==> src/gpc_pkg.sv <==
// gpc_pkg: shared constants, word map and request/response types of the gpio pin controller
// no dependencies; imported by gpc_regfile and gpio_pin_controller

package gpc_pkg;

    localparam int PIN_COUNT     = 54;
    localparam int PAD_W         = 54;
    localparam int DATA_W        = 32;
    localparam int WORD_W        = 6;
    localparam int FSEL_W        = 3;
    localparam int PINS_PER_WORD = 10;
    localparam int FSEL_WORDS    = 6;
    localparam int BANK_W        = 2 * DATA_W;
    localparam int PULL_W        = 2;

    typedef enum logic {
        OP_READ  = 1'b0,
        OP_WRITE = 1'b1
    } t_op;

    // register word offsets
    localparam logic [WORD_W-1:0] W_FSEL0   = 6'd0;
    localparam logic [WORD_W-1:0] W_FSEL5   = 6'd5;
    localparam logic [WORD_W-1:0] W_SET0    = 6'd7;
    localparam logic [WORD_W-1:0] W_SET1    = 6'd8;
    localparam logic [WORD_W-1:0] W_CLR0    = 6'd10;
    localparam logic [WORD_W-1:0] W_CLR1    = 6'd11;
    localparam logic [WORD_W-1:0] W_LEV0    = 6'd13;
    localparam logic [WORD_W-1:0] W_LEV1    = 6'd14;
    localparam logic [WORD_W-1:0] W_PUD     = 6'd37;
    localparam logic [WORD_W-1:0] W_PUDCLK0 = 6'd38;
    localparam logic [WORD_W-1:0] W_PUDCLK1 = 6'd39;

    localparam logic [PULL_W-1:0] PULL_OFF  = 2'd0;
    localparam logic [PULL_W-1:0] PULL_DOWN = 2'd1;
    localparam logic [PULL_W-1:0] PULL_UP   = 2'd2;

    localparam logic [FSEL_W-1:0] FSEL_IN  = 3'd0;
    localparam logic [FSEL_W-1:0] FSEL_OUT = 3'd1;

    typedef struct packed {
        t_op               op;
        logic [WORD_W-1:0] word;
        logic [DATA_W-1:0] data;
        logic [PAD_W-1:0]  pads;
    } t_req;

    typedef struct packed {
        logic [DATA_W-1:0] rdata;
        logic [PAD_W-1:0]  levels;
        logic [PAD_W-1:0]  enables;
        logic [PAD_W-1:0]  pull_up;
        logic [PAD_W-1:0]  pull_down;
    } t_rsp;

endpackage

==> src/gpc_regfile.sv <==
// gpc_regfile: pin state registers and the single-pass read/write logic of one bus request
// depends on gpc_pkg; the response reflects the state after the request

module gpc_regfile (
    input  logic          i_clk,
    input  logic          i_rst_n,
    input  logic          i_commit,
    input  gpc_pkg::t_req i_req,
    output gpc_pkg::t_rsp o_rsp
);
    import gpc_pkg::*;

    logic [FSEL_W-1:0]    r_fsel [PIN_COUNT];
    logic [FSEL_W-1:0]    n_fsel [PIN_COUNT];
    logic [PIN_COUNT-1:0] r_latch, n_latch;
    logic [PULL_W-1:0]    r_pull_ctl, n_pull_ctl;
    logic [PIN_COUNT-1:0] r_pull_up, n_pull_up;
    logic [PIN_COUNT-1:0] r_pull_dn, n_pull_dn;

    logic [DATA_W-1:0]    rdata;
    logic [PIN_COUNT-1:0] en_next;

    function automatic logic [PAD_W-1:0] fit_pad(input logic [PIN_COUNT-1:0] v);
        logic [BANK_W-1:0] x;
        x = BANK_W'(v);
        return x[PAD_W-1:0];
    endfunction

    always_comb begin
        logic [BANK_W-1:0]    bank;
        logic [BANK_W-1:0]    pad_w;
        logic [BANK_W-1:0]    lev_w;
        logic [PIN_COUNT-1:0] bits;
        logic [PIN_COUNT-1:0] en_cur;
        logic [PIN_COUNT-1:0] pads;
        logic                 hi;
        int                   p;

        n_fsel     = r_fsel;
        n_latch    = r_latch;
        n_pull_ctl = r_pull_ctl;
        n_pull_up  = r_pull_up;
        n_pull_dn  = r_pull_dn;
        rdata      = '0;
        p          = 0;

        // the upper word of each set, clear and pull-clock pair addresses pins 32 and up
        hi = (i_req.word == W_SET1) || (i_req.word == W_CLR1) || (i_req.word == W_PUDCLK1);
        bank = hi ? {i_req.data, {DATA_W{1'b0}}} : BANK_W'(i_req.data);
        bits = bank[PIN_COUNT-1:0];

        for (int i = 0; i < PIN_COUNT; i++) begin
            en_cur[i] = (r_fsel[i] == FSEL_OUT);
        end
        pad_w = BANK_W'(i_req.pads);
        pads  = pad_w[PIN_COUNT-1:0];
        lev_w = BANK_W'((r_latch & en_cur) | (pads & ~en_cur));

        if (i_req.op == OP_READ) begin
            case (i_req.word) inside
                [W_FSEL0:W_FSEL5]: begin
                    for (int w = 0; w < FSEL_WORDS; w++) begin
                        for (int k = 0; k < PINS_PER_WORD; k++) begin
                            p = w * PINS_PER_WORD + k;
                            if (i_req.word == WORD_W'(w) && p < PIN_COUNT) begin
                                rdata[FSEL_W*k +: FSEL_W] = r_fsel[p];
                            end
                        end
                    end
                end
                W_LEV0:  rdata = lev_w[DATA_W-1:0];
                W_LEV1:  rdata = lev_w[BANK_W-1:DATA_W];
                W_PUD:   rdata = DATA_W'(r_pull_ctl);
                default: rdata = '0;
            endcase
        end else begin
            case (i_req.word) inside
                [W_FSEL0:W_FSEL5]: begin
                    for (int w = 0; w < FSEL_WORDS; w++) begin
                        for (int k = 0; k < PINS_PER_WORD; k++) begin
                            p = w * PINS_PER_WORD + k;
                            if (i_req.word == WORD_W'(w) && p < PIN_COUNT) begin
                                n_fsel[p] = i_req.data[FSEL_W*k +: FSEL_W];
                            end
                        end
                    end
                end
                W_SET0, W_SET1: n_latch = r_latch | bits;
                W_CLR0, W_CLR1: n_latch = r_latch & ~bits;
                W_PUD:          n_pull_ctl = i_req.data[PULL_W-1:0];
                W_PUDCLK0, W_PUDCLK1: begin
                    // clocked pins take the latched control; off and the spare code clear both
                    n_pull_up = (r_pull_up & ~bits) | ((r_pull_ctl == PULL_UP) ? bits : '0);
                    n_pull_dn = (r_pull_dn & ~bits) | ((r_pull_ctl == PULL_DOWN) ? bits : '0);
                end
                default: ;
            endcase
        end

        for (int i = 0; i < PIN_COUNT; i++) begin
            en_next[i] = (n_fsel[i] == FSEL_OUT);
        end
    end

    always_ff @(posedge i_clk) begin
        if (!i_rst_n) begin
            for (int i = 0; i < PIN_COUNT; i++) begin
                r_fsel[i] <= FSEL_IN;
            end
            r_latch    <= '0;
            r_pull_ctl <= PULL_OFF;
            r_pull_up  <= '0;
            r_pull_dn  <= '0;
        end else if (i_commit) begin
            r_fsel     <= n_fsel;
            r_latch    <= n_latch;
            r_pull_ctl <= n_pull_ctl;
            r_pull_up  <= n_pull_up;
            r_pull_dn  <= n_pull_dn;
        end
    end

    assign o_rsp.rdata     = rdata;
    assign o_rsp.levels    = fit_pad(n_latch);
    assign o_rsp.enables   = fit_pad(en_next);
    assign o_rsp.pull_up   = fit_pad(n_pull_up);
    assign o_rsp.pull_down = fit_pad(n_pull_dn);

endmodule

==> src/gpio_pin_controller.sv <==
// gpio_pin_controller: top level, request register, result register and handshake
// depends on gpc_pkg and gpc_regfile
//
//  channel   direction  handshake           payload
//  request   in         i_valid / o_stall   i_opcode, i_word_index, i_write_data, i_pad_levels
//  result    out        o_valid / i_stall   o_read_data, o_drive_levels, o_drive_enables,
//                                           o_pull_up_enables, o_pull_down_enables
//
//  one request per cycle sustained while i_stall is low; each result goes from the request
//  register through one pass of the register file logic into the result register
//  synchronous active-low reset clears all pin state and both valid flags
//  a stalled result holds the result register; the request register keeps one more request,
//  and o_stall rises only while both are full and i_stall is high

module gpio_pin_controller (
    input  logic                        i_clk,
    input  logic                        i_rst_n,
    input  logic                        i_valid,
    output logic                        o_stall,
    input  logic                        i_opcode,
    input  logic [gpc_pkg::WORD_W-1:0]  i_word_index,
    input  logic [gpc_pkg::DATA_W-1:0]  i_write_data,
    input  logic [gpc_pkg::PAD_W-1:0]   i_pad_levels,
    output logic                        o_valid,
    input  logic                        i_stall,
    output logic [gpc_pkg::DATA_W-1:0]  o_read_data,
    output logic [gpc_pkg::PAD_W-1:0]   o_drive_levels,
    output logic [gpc_pkg::PAD_W-1:0]   o_drive_enables,
    output logic [gpc_pkg::PAD_W-1:0]   o_pull_up_enables,
    output logic [gpc_pkg::PAD_W-1:0]   o_pull_down_enables
);
    import gpc_pkg::*;

    logic r_in_valid, n_in_valid;
    t_req r_req;
    logic r_out_valid, n_out_valid;
    t_rsp r_rsp;
    t_rsp rsp;
    logic in_take;
    logic advance;

    assign advance = r_in_valid && !(r_out_valid && i_stall);
    assign o_stall = r_in_valid && r_out_valid && i_stall;
    assign in_take = i_valid && !o_stall;

    gpc_regfile u_regfile (
        .i_clk    (i_clk),
        .i_rst_n  (i_rst_n),
        .i_commit (advance),
        .i_req    (r_req),
        .o_rsp    (rsp)
    );

    always_comb begin
        n_in_valid = r_in_valid;
        if (in_take) begin
            n_in_valid = 1'b1;
        end else if (advance) begin
            n_in_valid = 1'b0;
        end
        n_out_valid = r_out_valid;
        if (advance) begin
            n_out_valid = 1'b1;
        end else if (!i_stall) begin
            n_out_valid = 1'b0;
        end
    end

    always_ff @(posedge i_clk) begin
        if (in_take) begin
            r_req <= '{op: t_op'(i_opcode), word: i_word_index,
                       data: i_write_data, pads: i_pad_levels};
        end
    end

    always_ff @(posedge i_clk) begin
        if (!i_rst_n) begin
            r_in_valid  <= 1'b0;
            r_out_valid <= 1'b0;
            r_rsp       <= '0;
        end else begin
            r_in_valid  <= n_in_valid;
            r_out_valid <= n_out_valid;
            if (advance) begin
                r_rsp <= rsp;
            end
        end
    end

    assign o_valid             = r_out_valid;
    assign o_read_data         = r_rsp.rdata;
    assign o_drive_levels      = r_rsp.levels;
    assign o_drive_enables     = r_rsp.enables;
    assign o_pull_up_enables   = r_rsp.pull_up;
    assign o_pull_down_enables = r_rsp.pull_down;

    a_stall_only_when_full: assert property (@(posedge i_clk) disable iff (!i_rst_n)
        o_stall |-> (r_in_valid && o_valid && i_stall))
        else $error("upstream stalled while the pipeline has room");

    a_write_reads_zero: assert property (@(posedge i_clk) disable iff (!i_rst_n)
        (advance && r_req.op == OP_WRITE) |=> (o_read_data == '0))
        else $error("write request returned nonzero read data");

    a_pulls_exclusive: assert property (@(posedge i_clk) disable iff (!i_rst_n)
        (o_pull_up_enables & o_pull_down_enables) == '0)
        else $error("pin has both pull-up and pull-down enabled");

    a_latch_only_by_set_clr: assert property (@(posedge i_clk) disable iff (!i_rst_n)
        (advance && !(r_req.op == OP_WRITE && (r_req.word == W_SET0 || r_req.word == W_SET1
            || r_req.word == W_CLR0 || r_req.word == W_CLR1)))
        |=> (o_drive_levels == $past(o_drive_levels)))
        else $error("output latch changed without a set or clear write");

endmodule
==> config.mk <==
export PLATFORM = sky130hd
export DESIGN_NAME = gpio_pin_controller
export DESIGN_NICKNAME = d
export VERILOG_FILES = /design/src/gpc_pkg.sv /design/src/gpc_regfile.sv /design/src/gpio_pin_controller.sv
export SDC_FILE = /design/constraint.sdc
export NUM_CORES = 1
export LEC_CHECK = 0
export CAP_MARGIN = 15
export CELL_PAD_IN_SITES_DETAIL_PLACEMENT = 1
export CELL_PAD_IN_SITES_GLOBAL_PLACEMENT = 1
export CORE_MARGIN = 4
export CORE_UTILIZATION = 52
export CTS_CLUSTER_DIAMETER = 30
export DETAILED_ROUTE_END_ITERATION = 10
export DONT_BUFFER_PORTS = 1
export PLACE_DENSITY_LB_ADDON = 0.1
export SLEW_MARGIN = 10
export SYNTH_ARGS = -nofsm -noshare
export SYNTH_HDL_FRONTEND = slang
export SYNTH_SLANG_ARGS = --single-unit
==> constraint.sdc <==
create_clock -name i_clk -period 9.35 [get_ports i_clk]
set_input_delay 1.87 -clock i_clk [delete_from_list [all_inputs] [get_ports i_clk]]
set_output_delay 1.87 -clock i_clk [all_outputs]
set_load 0.05 [all_outputs]
* Word level (Yosys, flattened, before mapping)
Cells that the tools add are included.
Widths: inputs -> output; s select.
** Storage, ports and cells
- Bits in registers :: 507
- Bits in latches :: 0
- Bits in writable memories :: 0
- Memory bits (read-only) :: 0
- Bits of input ports :: 97
- Memories :: 0
** Operators by class
- Add/subtract/negate cells :: 0
- Multiply operators :: 0
- Div/mod/pow operators :: 0
- Magnitude comparators :: 2
- Eq/ne operators :: 125
- Shifts and indexed selects :: 0
- Multiplexer cells :: 127
- Bitwise operators :: 15
- Reduce and logical (&&, ||, !) cells :: 19
** Operators with widths (number)
- $eq 3x1->1 const B :: 108
- $mux 162 :: 2
- $mux 3 :: 108
- $mux 54 :: 5
- $and 54x54->54 :: 4
- $or 54x54->54 :: 3
- $mux 30 :: 3
- $and 54x64->64 :: 1
- $not 54->64 :: 1
- $or 64x64->64 :: 1
- $not 54->54 :: 1
- $mux 32 :: 1
- $eq 6x4->1 const B :: 5
- $eq 6x3->1 const B :: 3
- $eq 6x6->1 const B :: 3
- $eq 6x2->1 const B :: 2
- $mux 2 :: 4
- $reduce_and 7->1 :: 1
- $eq 6x1->1 const B :: 1
- $ge 6x1->1 const B :: 1
- $le 6x3->1 const B :: 1
- $logic_and 1x1->1 :: 6
- $logic_not 6->1 :: 1
- $reduce_and 6->1 :: 1
- 10 further kinds :: 21

* Logic depth before layout (Yosys ltp)
Gate-level depths: netlist of the first run.
- Word-level depth :: 9
- Gate-level depth with buffers :: 9

* Cells and area by module
A second synthesis of the first run with hierarchy kept.
** Second synthesis, totals
- Cell total of the unflattened synthesis :: 3447
- Area, all modules :: 32458.6 sq um
** Modules (own cells, without submodules)
- gpc_regfile :: times used 1, cells each 2271, area an instance 19522.5 sq um
- gpio_pin_controller :: times used 1, cells each 1176, area an instance 12936.2 sq um

* Worst setup path after synthesis of the first run
Ideal clock, no wire load.
- Kind :: input to register
- From :: in i_stall
- To :: reg r_req[0] (netlist bit) (enable)
- Library setup time :: 0.554 ns
- Arrival time :: 6.396 ns
- Data required time :: 8.796 ns
- Slack :: 2.400 ns
- Stages on the path :: 2
- Path through :: and3_1 > nor2b_1
** On the way
- Cells in the longest elaborated chain, start to end :: 3
** Ends and longest elaborated chain
- start, declared :: RTL line gpio_pin_controller.sv:25 : input logic i_stall,
- $logic_and 1x1->1 :: RTL line gpio_pin_controller.sv:43 : assign o_stall = r_in_valid && r_out_valid && i_stall;
- $logic_not 1->1 :: RTL line gpio_pin_controller.sv:44 : assign in_take = i_valid && !o_stall;
- $logic_and 1x1->1 :: RTL line gpio_pin_controller.sv:44
- named net in_take :: RTL line gpio_pin_controller.sv:39 : logic in_take;
- end signal, assigned :: RTL line gpio_pin_controller.sv:71 : r_req <= '{op: t_op'(i_opcode), word: i_word_index,
- end, declared :: RTL line gpio_pin_controller.sv:35 : t_req r_req;
The timed path passes the listed nets, and every way through them passes these cells.
A chain may end at the register's enable or synchronous reset.

==> results of run 1 <==
-- where the power goes --
part	switching, µW	total, µW	internal (µW)
Clock	1380	4080	2700
Combinational	121	160	38.3
Sequential	70.8	2340	2270
Total	1570	6580	5010
-- cell type report --
cell class | count | area (µm²) | area share
Tap cell | 525 | 657 | 0.0259
Timing Repair Buffer | 47 | 360 | 0.0142
Multi-Input combinational cell | 1579 | 9280 | 0.365
Antenna cell | 5 | 12.5 | 0.000493
Clock buffer | 136 | 3090 | 0.122
Sequential cell | 507 | 11100 | 0.436
Inverter | 4 | 20.0 | 0.000788
Clock inverter | 78 | 893 | 0.0352
-- critical path, stage by stage --
cell,delay [ns]
a21boi_4,0.51
buf_4,0.48
buf_4,0.48
nand4_1,0.26
o21ba_2,0.86
nand2_1,0.27
mux2i_1,0.20
-- worst paths after layout --
check,end,start,slack (ns),cells past startpoint
min reg2reg,u_regfile.r_fsel[74],u_regfile.r_fsel[74],0.47,2
max,flop,i_stall,4.83,7
min,u_regfile.r_fsel[74],u_regfile.r_fsel[74],0.47,2
max reg2reg,flop,o_valid,5.40,7
-- through the flow --
stage	instance area (µm²)	setup slack [ns]	util	instances
2_1_floorplan	21200	2.40	-	2291
3_3_place_gp	21400	4.43	0.534	2661
3_5_place_dp	21400	4.31	0.534	2661
4_1_cts	25400	4.94	0.634	2875
5_1_grt	25400	4.70	0.634	2877
6_report	25400	4.83	0.635	2881
-- cells in the final DEF, fill, tap and decap left out, types with 4 or more instances in the layout --
cell | Yosys | routed
nor2_1 | 110 | 109
o221ai_1 | 7 | 7
a211oi_1 | 51 | 51
and3_1 | 7 | 6
diode_2 | 0 | 5
a31oi_1 | 16 | 16
and2_1 | 12 | 12
nand2_1 | 608 | 608
a221oi_1 | 19 | 19
inv_6 | 0 | 7
a2bb2oi_1 | 18 | 18
o2bb2ai_1 | 12 | 12
o21ai_0 | 59 | 59
o22a_1 | 10 | 10
dfxtp_1 | 414 | 414
clkbuf_1 | 129 | 10
bufinv_16 | 0 | 12
nor3b_1 | 52 | 51
clkbuf_16 | 0 | 117
clkinv_4 | 0 | 11
a22o_1 | 11 | 11
clkinvlp_4 | 0 | 19
o22ai_1 | 13 | 13
clkinv_2 | 0 | 19
o211ai_1 | 11 | 11
mux2i_1 | 251 | 251
buf_4 | 18 | 46
o21a_1 | 8 | 8
nand3_1 | 51 | 50
clkbuf_8 | 0 | 9
a32o_1 | 17 | 17
or2_0 | 4 | 4
edfxtp_1 | 93 | 93
nand4_1 | 4 | 4
a21oi_1 | 180 | 180
-- per-layer routing --
metal,wire [µm],vias up,global-route usage
met1,33100,9374,0.475
met4,3620,10,0.153
li1,-,7971,-
met5,72,-,0
met3,9590,196,0.129
met2,38600,1039,0.578
-- kinds of logic (layout without fill, tap and decap cells) --
kind of cell	count (synthesis)	count (layout)	synth area share
flip-flops	507	507	0.522
AO/OA/AOI/OAI	448	448	0.137
multiplexers	251	251	0.118
AND/OR/NAND/NOR	879	879	0.179
XOR/XNOR	1	1	0.000413
other	0	5	0
buffers and inverters	205	265	0.0428
==> key figures, run 1 <==
Run status
  – Status: finished, final reports clean

Yosys
  – Area share of the leading cell type in the synthesized netlist: 0.390
  – Post-Syn Nets: 2388
  – Seq/Total Area, Yosys: 0.522
  – Yosys warnings: 0
  – EDFF count, synth: 93
  – Mapped Avg Cell Area: 9.26 µm²
  – Area leader, netlist: dfxtp_1
  – Mapped Cells: 2291
  – Most common cell in the synthesized netlist: nand2_1
  – FF+latch count, synth: 507
  – Netlist cell types: 62
  – Synth Flop Type: dfxtp_1
  – Most frequent cells after synthesis: 608 x nand2_1, 414 x dfxtp_1, 251 x mux2i_1, 180 x a21oi_1, 129 x clkbuf_1
  – Top cells by area, synth: dfxtp_1 39%, edfxtp_1 13%, mux2i_1 12%
  – FFs w/ async S/R, synth: 0
  – Mapped cell area: 0.0212 mm²

Timing
  – Rel. slew slack: 0.155
  – Fin crit period: 4.52 ns
  – Worst hold margin: 0.472 ns
  – Highest Clock Rate: 221 MHz
  – Clock Skews: 0.0234 ns
  – Setup tns final: 0 ns
  – Post-route clock period utilization: 0.483
  – Worst slew pin tran: 1.26 ns
  – Max Slew Vio Count: 0
  – Finish-stage setup viols: 0
  – Unrepaired setup endpoints after global routing: no
  – Final hold vios: 0

Clocking
  – Root Buffer: clkbuf_16
  – Hold buffer count at cts: 0
  – CTS sink cnt: 507
  – Clock latency on the worst-skew pair: 0.67 ns
  – TritonCTS buffer count: 112
  – Clk buf depth: 3
  – Postcts setup bufs: 0
  – PostCTS Resize Cnt: 0
  – Clk slew on worst S/H paths: 0.06 ns
  – H-tree levels: 3
  – CTS tree: yes

Pwr
  – Lkg Pwr: 0.00994 µW
  – Total power: 6580 µW
  – PwrDens: 259 mW/mm²
  – VDD IR max: 174 µV

Setup path
  – Crit Path Category: input pin to flop
  – CP startpoint kind: input pin
  – CP max FO: 39
  – Crit end category: flop
  – Data arrival time of the worst path: 5.03 ns
  – Worst path required time: 9.86 ns

Place
  – DP HPWL: 55.3 mm
  – GPL Wtd Cong: 0.934
  – I/O Buffers: 0

Cells and area
  – Nets: 2348
  – Share of cells above drive strength 1: 0.116
  – Syn-to-layout area delta: 19.6%
  – # fillers: 4304

GRT
  – Initial antenna violation count: 10
  – Vias in the first global route: 19192
  – Pin count of the biggest net entering global routing: 175
  – GRT overflow: 0
  – Total track usage: 0.371
  – First-pass GRT wire length: 125 mm

Worst hold path
  – Hold Crit Class: flop to flop

Floorplanning
  – I/O pin count: 347
  – Total die area: 0.0441 mm²
  – Initial Utilization: 0.531
  – Die Height: 210 µm
  – Core Region: 0.0400 mm²
  – Die X: 210 µm
  – FP Rows: 73

Drt
  – TritonRoute pass-1 iters: 5
  – Residual DRC count: 0
  – Avg WL per Cell: 29.5 µm
  – 1st-iter DRT viols: 1905
  – Vias: 18590
  – Final WL: 85.0 mm
  – Vias per inst: 6.45
  – Post-route ant nets: 0

Run
  – Maxcap violations: 0
Power figures use the tool's default switching activity.
==> inputs of run 2 (changes only) <==
Settings changed: ABC_AREA set to 1, CORE_UTILIZATION 52 to 41.
Clock period 9.35 ns to 3.9 ns, I/O delays scaled along.
==> run 2 against run 1 <==
Critical path type is now flop to output port. Clock power increased to 2.8 times the previous value. Final cell count increased by 47%. Global-route usage decreased by 2.1 points. Critical path depth decreased by 4. Worst hold slack got worse by 0.32 ns. Design area increased by 14%. Clock-buffer cell count increased by 42. Register-to-register slack got worse by 4.3 ns. Sequential power increased by 150%. Highest routed layer unchanged.
==> key figures, run 2 <==
Run status
  – Status: finished, final reports clean

Timing
  – Unrepaired setup endpoints after global routing: no
  – Setup WS post-layout: 1.15 ns (-3.69 ns)
  – Setup tns final: 0 ns (unchanged)
  – Worst slew pin tran: 1.24 ns (-0.0220 ns)
  – Highest Clock Rate: 363 MHz
  – Final hold vios: 0 (unchanged)
  – Finish-stage setup viols: 0 (unchanged)
  – Max Slew Vio Count: 0 (unchanged)
  – Rel. slew slack: 0.172 (+0.0170)
  – Worst hold margin: 0.154 ns (-0.318 ns)
  – Clock Skews: 0.0325 ns (+0.00903 ns)
  – Post-route clock period utilization: 0.706
  – Fin crit period: 2.75 ns

Yosys
  – Post-Syn Nets: 3502 (+47%)
  – FFs w/ async S/R, synth: 0 (unchanged)
  – Netlist cell types: 27 (-56%)
  – EDFF count, synth: 93 (unchanged)
  – Synth Flop Type: dfxtp_1
  – FF+latch count, synth: 507 (unchanged)
  – Top cells by area, synth: dfxtp_1 35%, nand2_1 14%, edfxtp_1 12%
  – Area share of the leading cell type in the synthesized netlist: 0.350 (-0.0403)
  – Seq/Total Area, Yosys: 0.468 (-0.0539)
  – Mapped Avg Cell Area: 6.95 µm² (-25%)
  – Most common cell in the synthesized netlist: nand2_1
  – Area leader, netlist: dfxtp_1
  – Most frequent cells after synthesis: 900 x nand2_1, 414 x dfxtp_1, 397 x a21oi_1, 343 x nor2_1, 324 x inv_1
  – Mapped cell area: 0.0237 mm² (+12%)
  – Yosys warnings: 0 (unchanged)
  – Mapped Cells: 3405 (+49%)

Place
  – Worst slack at placement: 1.20 ns (-3.10 ns)
  – DP HPWL: 76.1 mm (+38%)
  – I/O Buffers: 0 (unchanged)
  – GPL Wtd Cong: 0.977 (+4.6%)

Worst hold path
  – Hold Crit Class: input pin to flop
  – WHS Path Cells: 0 (-2)
  – Hold Path Sink: r_req[3]
  – Hold_sp: i_pad_levels[3]

GRT
  – Vias in the first global route: 24663 (+29%)
  – Pin count of the biggest net entering global routing: 274 (+57%)
  – Total track usage: 0.350 (-0.0209)
  – GRT overflow: 0 (unchanged)
  – Initial antenna violation count: 15 (+5)
  – First-pass GRT wire length: 159 mm (+27%)

Setup path
  – Crit Path Category: flop to output port
  – Crit end category: output port
  – Reg2reg start: r_req[91]
  – CP max FO: 3 (-92%)
  – Data arrival time of the worst path: 1.97 ns (-3.06 ns)
  – Worst path required time: 3.12 ns (-6.74 ns)
  – CP startpoint kind: flop
  – Register-to-Register Path Depth: 10 (+3)
  – FF-to-FF setup slack: 1.15 ns (-4.25 ns)

Cells and area
  – Nets: 3461 (+47%)
  – Most frequent cells in the layout: 899 x nand2_1, 414 x dfxtp_1, 397 x a21oi_1
  – Syn-to-layout area delta: 22.4%
  – Share of cells above drive strength 1: 0.0944 (-0.0217)
  – Commonest non-fill, non-tap cell in the layout: nand2_1

Clocking
  – H-tree levels: 4 (+1)
  – Hold buffer count at cts: 0 (unchanged)
  – Postcts setup bufs: 0 (unchanged)
  – Clk buf depth: 3 (unchanged)
  – TritonCTS buffer count: 135 (+21%)
  – PostCTS Resize Cnt: 0 (unchanged)
  – CTS sink cnt: 507 (unchanged)
  – Root Buffer: clkbuf_16
  – Clock latency on the worst-skew pair: 0.72 ns (+0.05 ns)
  – Clk slew on worst S/H paths: 0.06 ns (about the same)
  – CTS tree: yes

Drt
  – Vias per inst: 5.68 (-12%)
  – Vias: 24045 (+29%)
  – Avg WL per Cell: 26.1 µm (-11%)
  – Post-route ant nets: 0 (unchanged)
  – TritonRoute pass-1 iters: 5 (unchanged)
  – Final WL: 111 mm (+30%)
  – 1st-iter DRT viols: 1817 (-4.6%)
  – Residual DRC count: 0 (unchanged)

Pwr
  – VDD IR max: 421 µV (+140%)
  – Lkg Pwr: 0.0116 µW (+16%)
  – PwrDens: 622 mW/mm² (+140%)

Floorplanning
  – Die Height: 248 µm (+18%)
  – Die X: 248 µm (+18%)
  – Core Region: 0.0568 mm² (+42%)
  – Total die area: 0.0616 mm² (+40%)
  – FP Rows: 87 (+19%)
  – I/O pin count: 347 (unchanged)
  – Initial Utilization: 0.417 (-0.114)

Run
  – Maxcap violations: 0 (unchanged)
==> run 2: changes by cell type in the layout (fill, tap and decap cells not counted), sizes merged, moves of 140 or more <==
| cell | before | now |
|---|---|---|
| o21ai | 59 | 286 |
| nor2 | 110 | 359 |
| a21oi | 180 | 397 |
| inv | 15 | 344 |
| nand2 | 608 | 903 |
| mux2i | 251 | 0 |
| nand3 | 52 | 192 |
==> run 2: kinds of logic (layout without fill, tap and decap cells) <==
group / count (synthesis) / count (layout) / share of synthesized area
buf+inv: 566 / 636 / 0.0930
mux: 2 / 2 / 0.000951
simple gates: 1623 / 1623 / 0.286
flops: 507 / 507 / 0.468
compound gates: 707 / 707 / 0.152
other cells: 0 / 4 / 0
==> run 2: area by class of cell <==
class                   instances  area, µm²
diodes                          4       10.0
clock buffers                 178       3850
clock inverters                70        887
fillers                      6980      27900
inverters                     335       1270
multi-input cells            2332      10400
flip-flops and latches        507      11100
well taps                     756        946
repair buffers                 53        510
==> run 2: worst max-delay path by stage <==
stage               startpoint             endpoint  slack [ns]  cells after the start
global placement     r_req[91]  o_drive_enables[50]        1.31                     12
global route         r_req[91]                 flop        0.93                     10
CTS                    o_valid              o_stall        1.10                      3
detailed placement   r_req[91]  o_drive_enables[50]        1.20                     12
floorplan              i_stall             r_req[0]        0.37                      5
finish                 o_valid              o_stall        1.15                      3
==> run 2: metrics by stage <==
step            util  total power (µW)  cells  cell area, µm²
6_report       0.510             18000   4235           29000
5_1_grt        0.510             18500   4232           29000
4_1_cts        0.510             18100   4231           29000
3_5_place_dp   0.426              6570   3983           24200
3_3_place_gp   0.426              6540   3983           24200
2_1_floorplan      -              6210   3405           23700
==> run 2: worst max-delay path: stages (launching register included) <==
cell	delay (ns)
dfxtp_1	0.63
nand2_1	0.23
nor2_1	0.19
buf_4	0.23
==> run 2: per-layer routing <==
metal | track usage | vias to the layer above | part of all wire
met2 | 0.565 | 952 | 0.46
met1 | 0.415 | 11777 | 0.39
met5 | 0 | - | 0.00091
met4 | 0.183 | 14 | 0.055
li1 | - | 11041 | -
met3 | 0.118 | 261 | 0.095
==> run 2: where the power goes <==
group	total [µW]	leakage [µW]	internal (µW)	switching, µW
clock	11500	0.00227	7980	3530
sequential	5770	0.00426	5510	257
combinational	747	0.00503	187	560
